**config.mk**
```make
export PLATFORM = sky130hd
export DESIGN_NAME = integer_property_classifier
export DESIGN_NICKNAME = d
export VERILOG_FILES = /design/src/sv/ipc_pkg.sv /design/src/sv/ipc_divider.sv /design/src/sv/ipc_fib.sv /design/src/sv/integer_property_classifier.sv
export VERILOG_INCLUDE_DIRS = /design/src /design/src/sv
export SDC_FILE = /design/constraint.sdc
export NUM_CORES = 1
export LEC_CHECK = 0
export BUFFER_PORTS_ARGS = -buffer_cell sky130_fd_sc_hd__buf_2
export CAP_MARGIN = 20
export CORE_UTILIZATION = 39
export CTS_CLUSTER_DIAMETER = 100
export DETAILED_ROUTE_END_ITERATION = 8
export HOLD_SLACK_MARGIN = 0.15
export SLEW_MARGIN = 20
export SYNTH_ARGS = -nofsm -noshare
export SYNTH_HDL_FRONTEND = slang
export SYNTH_SLANG_ARGS = --single-unit
```
**constraint.sdc**
```tcl
create_clock -name clk -period 4.05 [get_ports clk]
set_clock_uncertainty 0.05 [all_clocks]
set_input_delay 1.215 -clock clk [delete_from_list [all_inputs] [get_ports clk]]
set_output_delay 1.215 -clock clk [all_outputs]
set_load 0.05 [all_outputs]
```
**src/sv/assert_macros.svh**
```systemverilog
// Assertion helpers shared by the RTL files.
// Each check is disabled while the asynchronous reset is held.
`ifndef ASSERT_MACROS_SVH
`define ASSERT_MACROS_SVH

// Same-cycle implication: when ante holds, cons must hold in that cycle.
`define ASSERT_IMP(lbl, ck, rn, ante, cons) \
    lbl: assert property (@(posedge ck) disable iff (!(rn)) (ante) |-> (cons)) \
        else $error("assertion failed");

// Next-cycle implication: when ante holds, cons must hold in the next cycle.
`define ASSERT_NXT(lbl, ck, rn, ante, cons) \
    lbl: assert property (@(posedge ck) disable iff (!(rn)) (ante) |=> (cons)) \
        else $error("assertion failed");

`endif

```
**src/sv/ipc_pkg.sv**
```systemverilog
`timescale 1ns / 1ps

package ipc_pkg;

    // Field widths.
    localparam int NUM_W  = 16;
    localparam int FUNC_W = 3;
    localparam int CNT_W  = 8;

    // Trial divisors run from 1 up to one past the integer square root.
    localparam int CAND_W = NUM_W / 2 + 1;

    // The sum of all divisors stays below five times the number.
    localparam int SUM_W  = NUM_W + 4;

    // Bit-serial divider step count.
    localparam int STEP_W = $clog2(NUM_W + 1);

    // Fibonacci terms are tracked one bit wider than the number.
    localparam int FIB_W  = NUM_W + 1;

    localparam int unsigned LIMIT_DEFAULT = 65535;

    // Property selector codes.
    localparam logic [FUNC_W-1:0] FUNC_PRIME   = 3'd0;
    localparam logic [FUNC_W-1:0] FUNC_FIB     = 3'd1;
    localparam logic [FUNC_W-1:0] FUNC_SQUARE  = 3'd2;
    localparam logic [FUNC_W-1:0] FUNC_EVEN    = 3'd3;
    localparam logic [FUNC_W-1:0] FUNC_PERFECT = 3'd4;

    typedef struct packed {
        logic              go;
        logic [NUM_W-1:0]  dividend;
        logic [CAND_W-1:0] divisor;
    } div_cmd_t;

    typedef struct packed {
        logic              done;
        logic [NUM_W-1:0]  quotient;
        logic [CAND_W-1:0] remainder;
    } div_res_t;

    typedef struct packed {
        logic             go;
        logic [NUM_W-1:0] number;
    } fib_cmd_t;

    typedef struct packed {
        logic active;
        logic hit;
    } fib_stat_t;

endpackage

```
**src/sv/ipc_divider.sv**
```systemverilog
`timescale 1ns / 1ps
`include "assert_macros.svh"

module ipc_divider (
    input  logic              clk,
    input  logic              rst_n,
    input  ipc_pkg::div_cmd_t cmd,
    output ipc_pkg::div_res_t res
);
    import ipc_pkg::*;

    // Restoring division, one quotient bit per cycle. The dividend shifts out
    // of the top of shift_reg while quotient bits shift in at the bottom.
    logic [NUM_W-1:0]  shift_reg, shift_next;
    logic [CAND_W-1:0] rem_reg, rem_next;
    logic [CAND_W-1:0] divisor_reg, divisor_next;
    logic [STEP_W-1:0] step_reg, step_next;
    logic              done_reg, done_next;

    logic [CAND_W:0]   partial;
    logic              fits;

    always_comb
    begin
        partial = {rem_reg, shift_reg[NUM_W-1]};
        fits    = (partial >= {1'b0, divisor_reg});

        shift_next   = shift_reg;
        rem_next     = rem_reg;
        divisor_next = divisor_reg;
        step_next    = step_reg;
        done_next    = 1'b0;

        if (cmd.go)
        begin
            shift_next   = cmd.dividend;
            rem_next     = '0;
            divisor_next = cmd.divisor;
            step_next    = STEP_W'(NUM_W);
        end
        else if (step_reg != '0)
        begin
            shift_next = {shift_reg[NUM_W-2:0], fits};
            rem_next   = fits ? CAND_W'(partial - {1'b0, divisor_reg})
                              : partial[CAND_W-1:0];
            step_next  = step_reg - 1'b1;
            done_next  = (step_reg == STEP_W'(1));
        end
    end

    always_ff @(posedge clk or negedge rst_n)
    begin
        if (!rst_n)
        begin
            step_reg <= '0;
            done_reg <= 1'b0;
        end
        else
        begin
            step_reg <= step_next;
            done_reg <= done_next;
        end
    end

    always_ff @(posedge clk)
    begin
        shift_reg   <= shift_next;
        rem_reg     <= rem_next;
        divisor_reg <= divisor_next;
    end

    assign res.done      = done_reg;
    assign res.quotient  = shift_reg;
    assign res.remainder = rem_reg;

    `ASSERT_IMP(a_step_bound, clk, rst_n, 1'b1, step_reg <= STEP_W'(NUM_W))
    `ASSERT_NXT(a_go_loads, clk, rst_n, cmd.go, step_reg == STEP_W'(NUM_W))
    `ASSERT_IMP(a_rem_below, clk, rst_n, done_reg && (divisor_reg != '0),
                rem_reg < divisor_reg)

endmodule

```
**src/sv/ipc_fib.sv**
```systemverilog
`timescale 1ns / 1ps

module ipc_fib (
    input  logic               clk,
    input  logic               rst_n,
    input  ipc_pkg::fib_cmd_t  cmd,
    output ipc_pkg::fib_stat_t stat
);
    import ipc_pkg::*;

    // Walks the Fibonacci sequence one term per cycle until it meets or
    // passes the number.
    logic [FIB_W-1:0] a_reg, a_next;
    logic [FIB_W-1:0] b_reg, b_next;
    logic [NUM_W-1:0] n_reg, n_next;
    logic             active_reg, active_next;
    logic             hit_reg, hit_next;

    always_comb
    begin
        a_next      = a_reg;
        b_next      = b_reg;
        n_next      = n_reg;
        active_next = active_reg;
        hit_next    = hit_reg;

        if (cmd.go)
        begin
            a_next      = '0;
            b_next      = FIB_W'(1);
            n_next      = cmd.number;
            active_next = 1'b1;
            hit_next    = 1'b0;
        end
        else if (active_reg)
        begin
            if (a_reg == {1'b0, n_reg})
            begin
                hit_next    = 1'b1;
                active_next = 1'b0;
            end
            else if (a_reg > {1'b0, n_reg})
            begin
                active_next = 1'b0;
            end
            else
            begin
                a_next = b_reg;
                b_next = FIB_W'(a_reg + b_reg);
            end
        end
    end

    always_ff @(posedge clk or negedge rst_n)
    begin
        if (!rst_n)
        begin
            active_reg <= 1'b0;
            hit_reg    <= 1'b0;
        end
        else
        begin
            active_reg <= active_next;
            hit_reg    <= hit_next;
        end
    end

    always_ff @(posedge clk)
    begin
        a_reg <= a_next;
        b_reg <= b_next;
        n_reg <= n_next;
    end

    assign stat.active = active_reg;
    assign stat.hit    = hit_reg;

endmodule

```
**src/sv/integer_property_classifier.sv**
```systemverilog
`timescale 1ns / 1ps
`include "assert_macros.svh"

// Classifies one 16-bit whole number per command. Raise start with number and
// func while busy is low; the word is taken at that clock edge and busy rises.
// When the work is finished, done is high for exactly one cycle with answer,
// divisor_total and out_of_range valid in that same cycle. The receiver cannot
// stall the block, so the result must be captured in that cycle; busy is
// already low then and a new word may be started at the same edge. The divisor
// count comes from trial division by every candidate i with i*i <= number, and
// each candidate goes through a bit-serial divider that resolves one quotient
// bit per cycle. Each candidate passes through a launch, 16 divide steps and
// a check, and an item tries floor(sqrt(number)) + 1 candidates in turn. A
// number above LIMIT skips the division and goes straight to the wrap-up
// state, where it is answered with out_of_range set. A Fibonacci walk runs
// alongside the division and always finishes first. Func codes 5 to 7 give
// an answer of 0 with the divisor count still reported.
module integer_property_classifier #(
    parameter int unsigned LIMIT = ipc_pkg::LIMIT_DEFAULT
) (
    input  logic                        clk,
    input  logic                        rst_n,
    input  logic                        start,
    output logic                        busy,
    input  logic [ipc_pkg::NUM_W-1:0]   number,
    input  logic [ipc_pkg::FUNC_W-1:0]  func,
    output logic                        done,
    output logic                        answer,
    output logic [ipc_pkg::CNT_W-1:0]   divisor_total,
    output logic                        out_of_range
);
    import ipc_pkg::*;

    typedef enum logic [1:0] {
        ST_IDLE,
        ST_LAUNCH,
        ST_DIVIDE,
        ST_WRAP
    } state_t;

    state_t            state_reg, state_next;
    logic [NUM_W-1:0]  num_reg, num_next;
    logic [FUNC_W-1:0] func_reg, func_next;
    logic [CAND_W-1:0] cand_reg, cand_next;
    logic [CNT_W-1:0]  cnt_reg, cnt_next;
    logic [SUM_W-1:0]  sigma_reg, sigma_next;
    logic              square_reg, square_next;
    logic              oor_reg, oor_next;
    logic              done_reg, done_next;
    logic              answer_reg, answer_next;
    logic [CNT_W-1:0]  total_reg, total_next;
    logic              oor_out_reg, oor_out_next;

    div_cmd_t  div_cmd;
    div_res_t  div_res;
    fib_cmd_t  fib_cmd;
    fib_stat_t fib_stat;

    logic              accept;
    logic [NUM_W-1:0]  cand_wide;
    logic              pair_equal;
    logic              past_root;
    logic [NUM_W:0]    pair_sum;
    logic              prop;

    assign accept = start && (state_reg == ST_IDLE);

    // The divider is launched once per candidate.
    assign div_cmd.go       = (state_reg == ST_LAUNCH);
    assign div_cmd.dividend = num_reg;
    assign div_cmd.divisor  = cand_reg;

    assign fib_cmd.go     = accept;
    assign fib_cmd.number = number;

    ipc_divider u_divider (
        .clk   (clk),
        .rst_n (rst_n),
        .cmd   (div_cmd),
        .res   (div_res)
    );

    ipc_fib u_fib (
        .clk   (clk),
        .rst_n (rst_n),
        .cmd   (fib_cmd),
        .stat  (fib_stat)
    );

    // The candidate i satisfies i*i <= n exactly when i <= n / i, so the
    // quotient itself tells when the search has passed the square root.
    assign cand_wide  = NUM_W'(cand_reg);
    assign pair_equal = (div_res.quotient == cand_wide);
    assign past_root  = (div_res.quotient < cand_wide);
    assign pair_sum   = pair_equal ? (NUM_W + 1)'(cand_wide)
                                   : (NUM_W + 1)'(div_res.quotient) + (NUM_W + 1)'(cand_wide);

    always_comb
    begin
        case (func_reg)
            FUNC_PRIME:   prop = (cnt_reg == CNT_W'(2));
            FUNC_FIB:     prop = fib_stat.hit;
            FUNC_SQUARE:  prop = square_reg;
            FUNC_EVEN:    prop = !num_reg[0];
            FUNC_PERFECT: prop = (num_reg >= NUM_W'(2))
                                 && (sigma_reg == SUM_W'({num_reg, 1'b0}));
            default:      prop = 1'b0;
        endcase
    end

    always_comb
    begin
        state_next   = state_reg;
        num_next     = num_reg;
        func_next    = func_reg;
        cand_next    = cand_reg;
        cnt_next     = cnt_reg;
        sigma_next   = sigma_reg;
        square_next  = square_reg;
        oor_next     = oor_reg;
        done_next    = 1'b0;
        answer_next  = answer_reg;
        total_next   = total_reg;
        oor_out_next = oor_out_reg;

        case (state_reg)
            ST_IDLE:
            begin
                if (accept)
                begin
                    num_next    = number;
                    func_next   = func;
                    cand_next   = CAND_W'(1);
                    cnt_next    = '0;
                    sigma_next  = '0;
                    square_next = (number == '0);
                    oor_next    = (number > NUM_W'(LIMIT));
                    state_next  = (number > NUM_W'(LIMIT)) ? ST_WRAP : ST_LAUNCH;
                end
            end
            ST_LAUNCH:
            begin
                state_next = ST_DIVIDE;
            end
            ST_DIVIDE:
            begin
                if (div_res.done)
                begin
                    if (past_root)
                    begin
                        state_next = ST_WRAP;
                    end
                    else
                    begin
                        if (div_res.remainder == '0)
                        begin
                            cnt_next   = cnt_reg + (pair_equal ? CNT_W'(1) : CNT_W'(2));
                            sigma_next = sigma_reg + SUM_W'(pair_sum);
                            if (pair_equal)
                            begin
                                square_next = 1'b1;
                            end
                        end
                        cand_next  = cand_reg + 1'b1;
                        state_next = ST_LAUNCH;
                    end
                end
            end
            ST_WRAP:
            begin
                if (oor_reg)
                begin
                    done_next    = 1'b1;
                    answer_next  = 1'b0;
                    total_next   = '0;
                    oor_out_next = 1'b1;
                    state_next   = ST_IDLE;
                end
                else if (!fib_stat.active)
                begin
                    done_next    = 1'b1;
                    answer_next  = prop;
                    total_next   = cnt_reg;
                    oor_out_next = 1'b0;
                    state_next   = ST_IDLE;
                end
            end
            default:
            begin
                state_next = ST_IDLE;
            end
        endcase
    end

    always_ff @(posedge clk or negedge rst_n)
    begin
        if (!rst_n)
        begin
            state_reg   <= ST_IDLE;
            num_reg     <= '0;
            func_reg    <= '0;
            cand_reg    <= '0;
            cnt_reg     <= '0;
            sigma_reg   <= '0;
            square_reg  <= 1'b0;
            oor_reg     <= 1'b0;
            done_reg    <= 1'b0;
            answer_reg  <= 1'b0;
            total_reg   <= '0;
            oor_out_reg <= 1'b0;
        end
        else
        begin
            state_reg   <= state_next;
            num_reg     <= num_next;
            func_reg    <= func_next;
            cand_reg    <= cand_next;
            cnt_reg     <= cnt_next;
            sigma_reg   <= sigma_next;
            square_reg  <= square_next;
            oor_reg     <= oor_next;
            done_reg    <= done_next;
            answer_reg  <= answer_next;
            total_reg   <= total_next;
            oor_out_reg <= oor_out_next;
        end
    end

    assign busy          = (state_reg != ST_IDLE);
    assign done          = done_reg;
    assign answer        = answer_reg;
    assign divisor_total = total_reg;
    assign out_of_range  = oor_out_reg;

    `ASSERT_NXT(a_accept_busy, clk, rst_n, start && !busy, busy)
    `ASSERT_IMP(a_done_idle, clk, rst_n, done, !busy)
    `ASSERT_IMP(a_oor_clear, clk, rst_n, done && out_of_range,
                !answer && (divisor_total == '0))
    `ASSERT_IMP(a_prime_count, clk, rst_n,
                done && !out_of_range && (func_reg == FUNC_PRIME),
                answer == (divisor_total == CNT_W'(2)))

endmodule
```
==> impl_metrics.env <==
export IMPL_ys_seq_area_share_pct=40.7
export IMPL_critical_path_class="reg -> reg"
export IMPL_drcViolationCount=0
export IMPL_cts_buffers_inserted=17
export IMPL_grt_pass1_wl_um=41200
export IMPL_worstPathRequired_ps=4350
export IMPL_area_delta_synth_final_pct=13.8
export IMPL_cp_slowest_cell="or4_4"
export IMPL_grt_max_degree=64
export IMPL_synth_top_cell_by_area="dfrtp_1"
export IMPL_synth_area_per_cell_um2=9.05
export IMPL_port_buffers=32
export IMPL_irDropWorstVdd_v=0.000352
export IMPL_grt_pass1_vias=7684
export IMPL_path_cells="inv_1 > ha_1 > nand4_1 > or4_4 > nand2_1 > mux2_2 > o21ai_0 > ha_1 > a211oi_2 > o211ai_1 > a21oi_2 > o21ai_0 > a21oi_1 > xor2_1 > o31ai_1"
export IMPL_hp_class="reg -> reg"
export IMPL_timing_final_crit_share_pct=95.0
export IMPL_htree_levels=4
export IMPL_overflow=0
export IMPL_viasPerCell=5.30
export IMPL_layout_cells_non_filler=1481
export IMPL_pin_count=34
export IMPL_synth_flop_cell="dfrtp_1"
export IMPL_yosys_top_cells_area="dfrtp_1 (20%), edfxtp_1 (12%), ha_1 (10%), dfxtp_1 (8.7%), nand2_1 (6.9%)"
export IMPL_max_freq_mhz=260
export IMPL_ant_nets=0
export IMPL_timing_setup_tns_ps=0
export IMPL_core_area_mm2=0.0246
export IMPL_status="completed"
export IMPL_cts_tree="done"
export IMPL_worst_pin_slew_ps=752
export IMPL_die_area_mm2=0.0260
export IMPL_cts_root_buf="clkbuf_16"
export IMPL_die_w_um=161
export IMPL_max_slew_margin_pct=49.8
export IMPL_row_count=57
export IMPL_drv_cap=0
export IMPL_slowest_delay_ps=580
export IMPL_largest_register_ffs=20
export IMPL_clk_latency_ps=450
export IMPL_synth_seq_cells=161
export IMPL_nets=1253
export IMPL_placed_cells=1448
export IMPL_hold_violations=0
export IMPL_antenna_found_initial=0
export IMPL_globalplace_congestion=0.932
export IMPL_async_flop_share_pct=47.8
export IMPL_critPathBufInv=1
export IMPL_cts_sinks=161
export IMPL_layout_common_cells="nand2_1 (181), nor2_1 (90), ha_1 (80), dfrtp_1 (77), inv_1 (66)"
export IMPL_min_period_ps=3850
export IMPL_cp_arrival_ps=4140
export IMPL_clkTransAtPathRegs_ps=80
export IMPL_fill_cells=2390
export IMPL_synth_warnings=0
export IMPL_drv_slew=0
export IMPL_syn_inst=1091
export IMPL_power_leakage_nw=5.23
export IMPL_post_drt_wl_per_cell_um=16.9
export IMPL_synth_top_area_share_pct=19.5
export IMPL_syn_num_nets=1200
export IMPL_ys_types=66
export IMPL_die_height_um=161
export IMPL_drtIter0Drc=525
export IMPL_syn_area_mm2=0.00987
export IMPL_layout_commonest_cell="nand2_1"
export IMPL_cp_top_family="compound AO/OA/AOI/OAI gates"
export IMPL_setup_viol=0
export IMPL_synth_edf_count=41
export IMPL_crit_fanout=10
export IMPL_initial_utilization_pct=40.1
export IMPL_critPathCaptureType="register"
export IMPL_dr_pass1_iters=6
export IMPL_routed_wl_um=25000
export IMPL_power_mw=9.58
export IMPL_diodes=0
export IMPL_grtUsageTotal_pct=20.3
export IMPL_vias=7843
export IMPL_cp_start_kind="register"
export IMPL_power_density_mw_per_mm2=853
export IMPL_hpwl_um=18600
export IMPL_layout_drive_gt1_share_pct=11.5
export IMPL_clock_path_buffers=2
[worst paths after layout]
check	slack, ps	depth (start not counted)	from	to
hold reg to reg	430	2	divisor_total[2]	divisor_total[2]
min in group asynchronous	770	1	rst_n	sigma_reg[0]
max in group asynchronous	2480	2	rst_n	num_reg[14]
setup / recovery	200	15	cand_reg[6]	sigma_reg[15]
hold / removal	430	2	divisor_total[2]	divisor_total[2]
setup reg to reg	200	15	cand_reg[6]	sigma_reg[15]
[tightest hold or removal path, stage by stage (launching register included)]
cell and delay (ps):
dfrtp_1 340, nand2_1 50, nand2_1 60
[what timing repair did]
action	in CTS	in global routing
gates resized for setup	2	17
setup buffers	0	1
pin swaps	0	3
hold buffers	0	0
setup endpoints to repair	4	8
[cell usage after synthesis (3+ instances only)]
master,number
a2111oi_0,3
a211oi_1,18
a21o_1,17
a21oi_1,66
a31oi_1,9
and3_1,8
buf_2,5
buf_6,4
clkbuf_1,22
dfrtp_1,77
dfxtp_1,43
edfxtp_1,41
fa_1,5
ha_1,82
inv_1,67
mux2_2,3
mux2i_1,31
nand2_1,181
nand2b_1,9
nand3_1,26
nand4_1,24
nor2_1,90
nor2b_1,7
nor3_1,18
nor4_1,13
o211ai_1,7
o21a_1,13
o21ai_0,59
o21bai_1,7
o31ai_1,13
or3_1,4
or4_1,7
xnor2_1,41
xor2_1,26
[power breakdown]
| group | switching, mW | internal, mW |
|---|---|---|
| Combinational | 2.96 | 2.06 |
| Clock | 0.803 | 0.829 |
| Sequential | 0.634 | 2.30 |
| Total | 4.39 | 5.19 |
[logic make-up after synthesis]
| group | synth area share, % |
|---|---|
| multiplexers | 3.48 |
| AND/OR/NAND/NOR | 19.0 |
| AO/OA/AOI/OAI | 15.0 |
| flip-flops | 40.7 |
| adder cells (fa/ha/maj) | 11.4 |
| XOR/XNOR | 5.94 |
| other | 0.0380 |
| buffers and inverters | 4.41 |
[final cells by class]
| class | instances | area, um2 | area share [%] |
|---|---|---|---|
| Sequential cell | 161 | 4020 | 35.8 |
| Multi-Input combinational cell | 826 | 5510 | 49.0 |
| Tap cell | 324 | 405 | 3.61 |
| Timing Repair Buffer | 69 | 453 | 4.03 |
| Inverter | 69 | 259 | 2.31 |
| Clock buffer | 17 | 425 | 3.79 |
| Clock inverter | 15 | 165 | 1.47 |
[routing by layer]
layer  GRT usage, %  share of wire [%]  up-vias
li1               -                  -     3973
met1           27.9                 49     3695
met2           31.4                 45      138
met3           3.36                2.8       37
met4           8.53                3.2        0
met5              0                  0        -
[per-stage QoR]
step	instance area, um2	hold WS, ps	util (%)	worst slack [ps]
after floorplan	9870	398	-	235
after global placement	10600	410	42.9	20.7
after detailed placement	10600	408	42.9	-44.6
after CTS	11100	434	45.3	11.5
after global routing	11200	454	45.6	-17.9
final	11200	426	45.6	202
(Power assumes the default switching activity.)
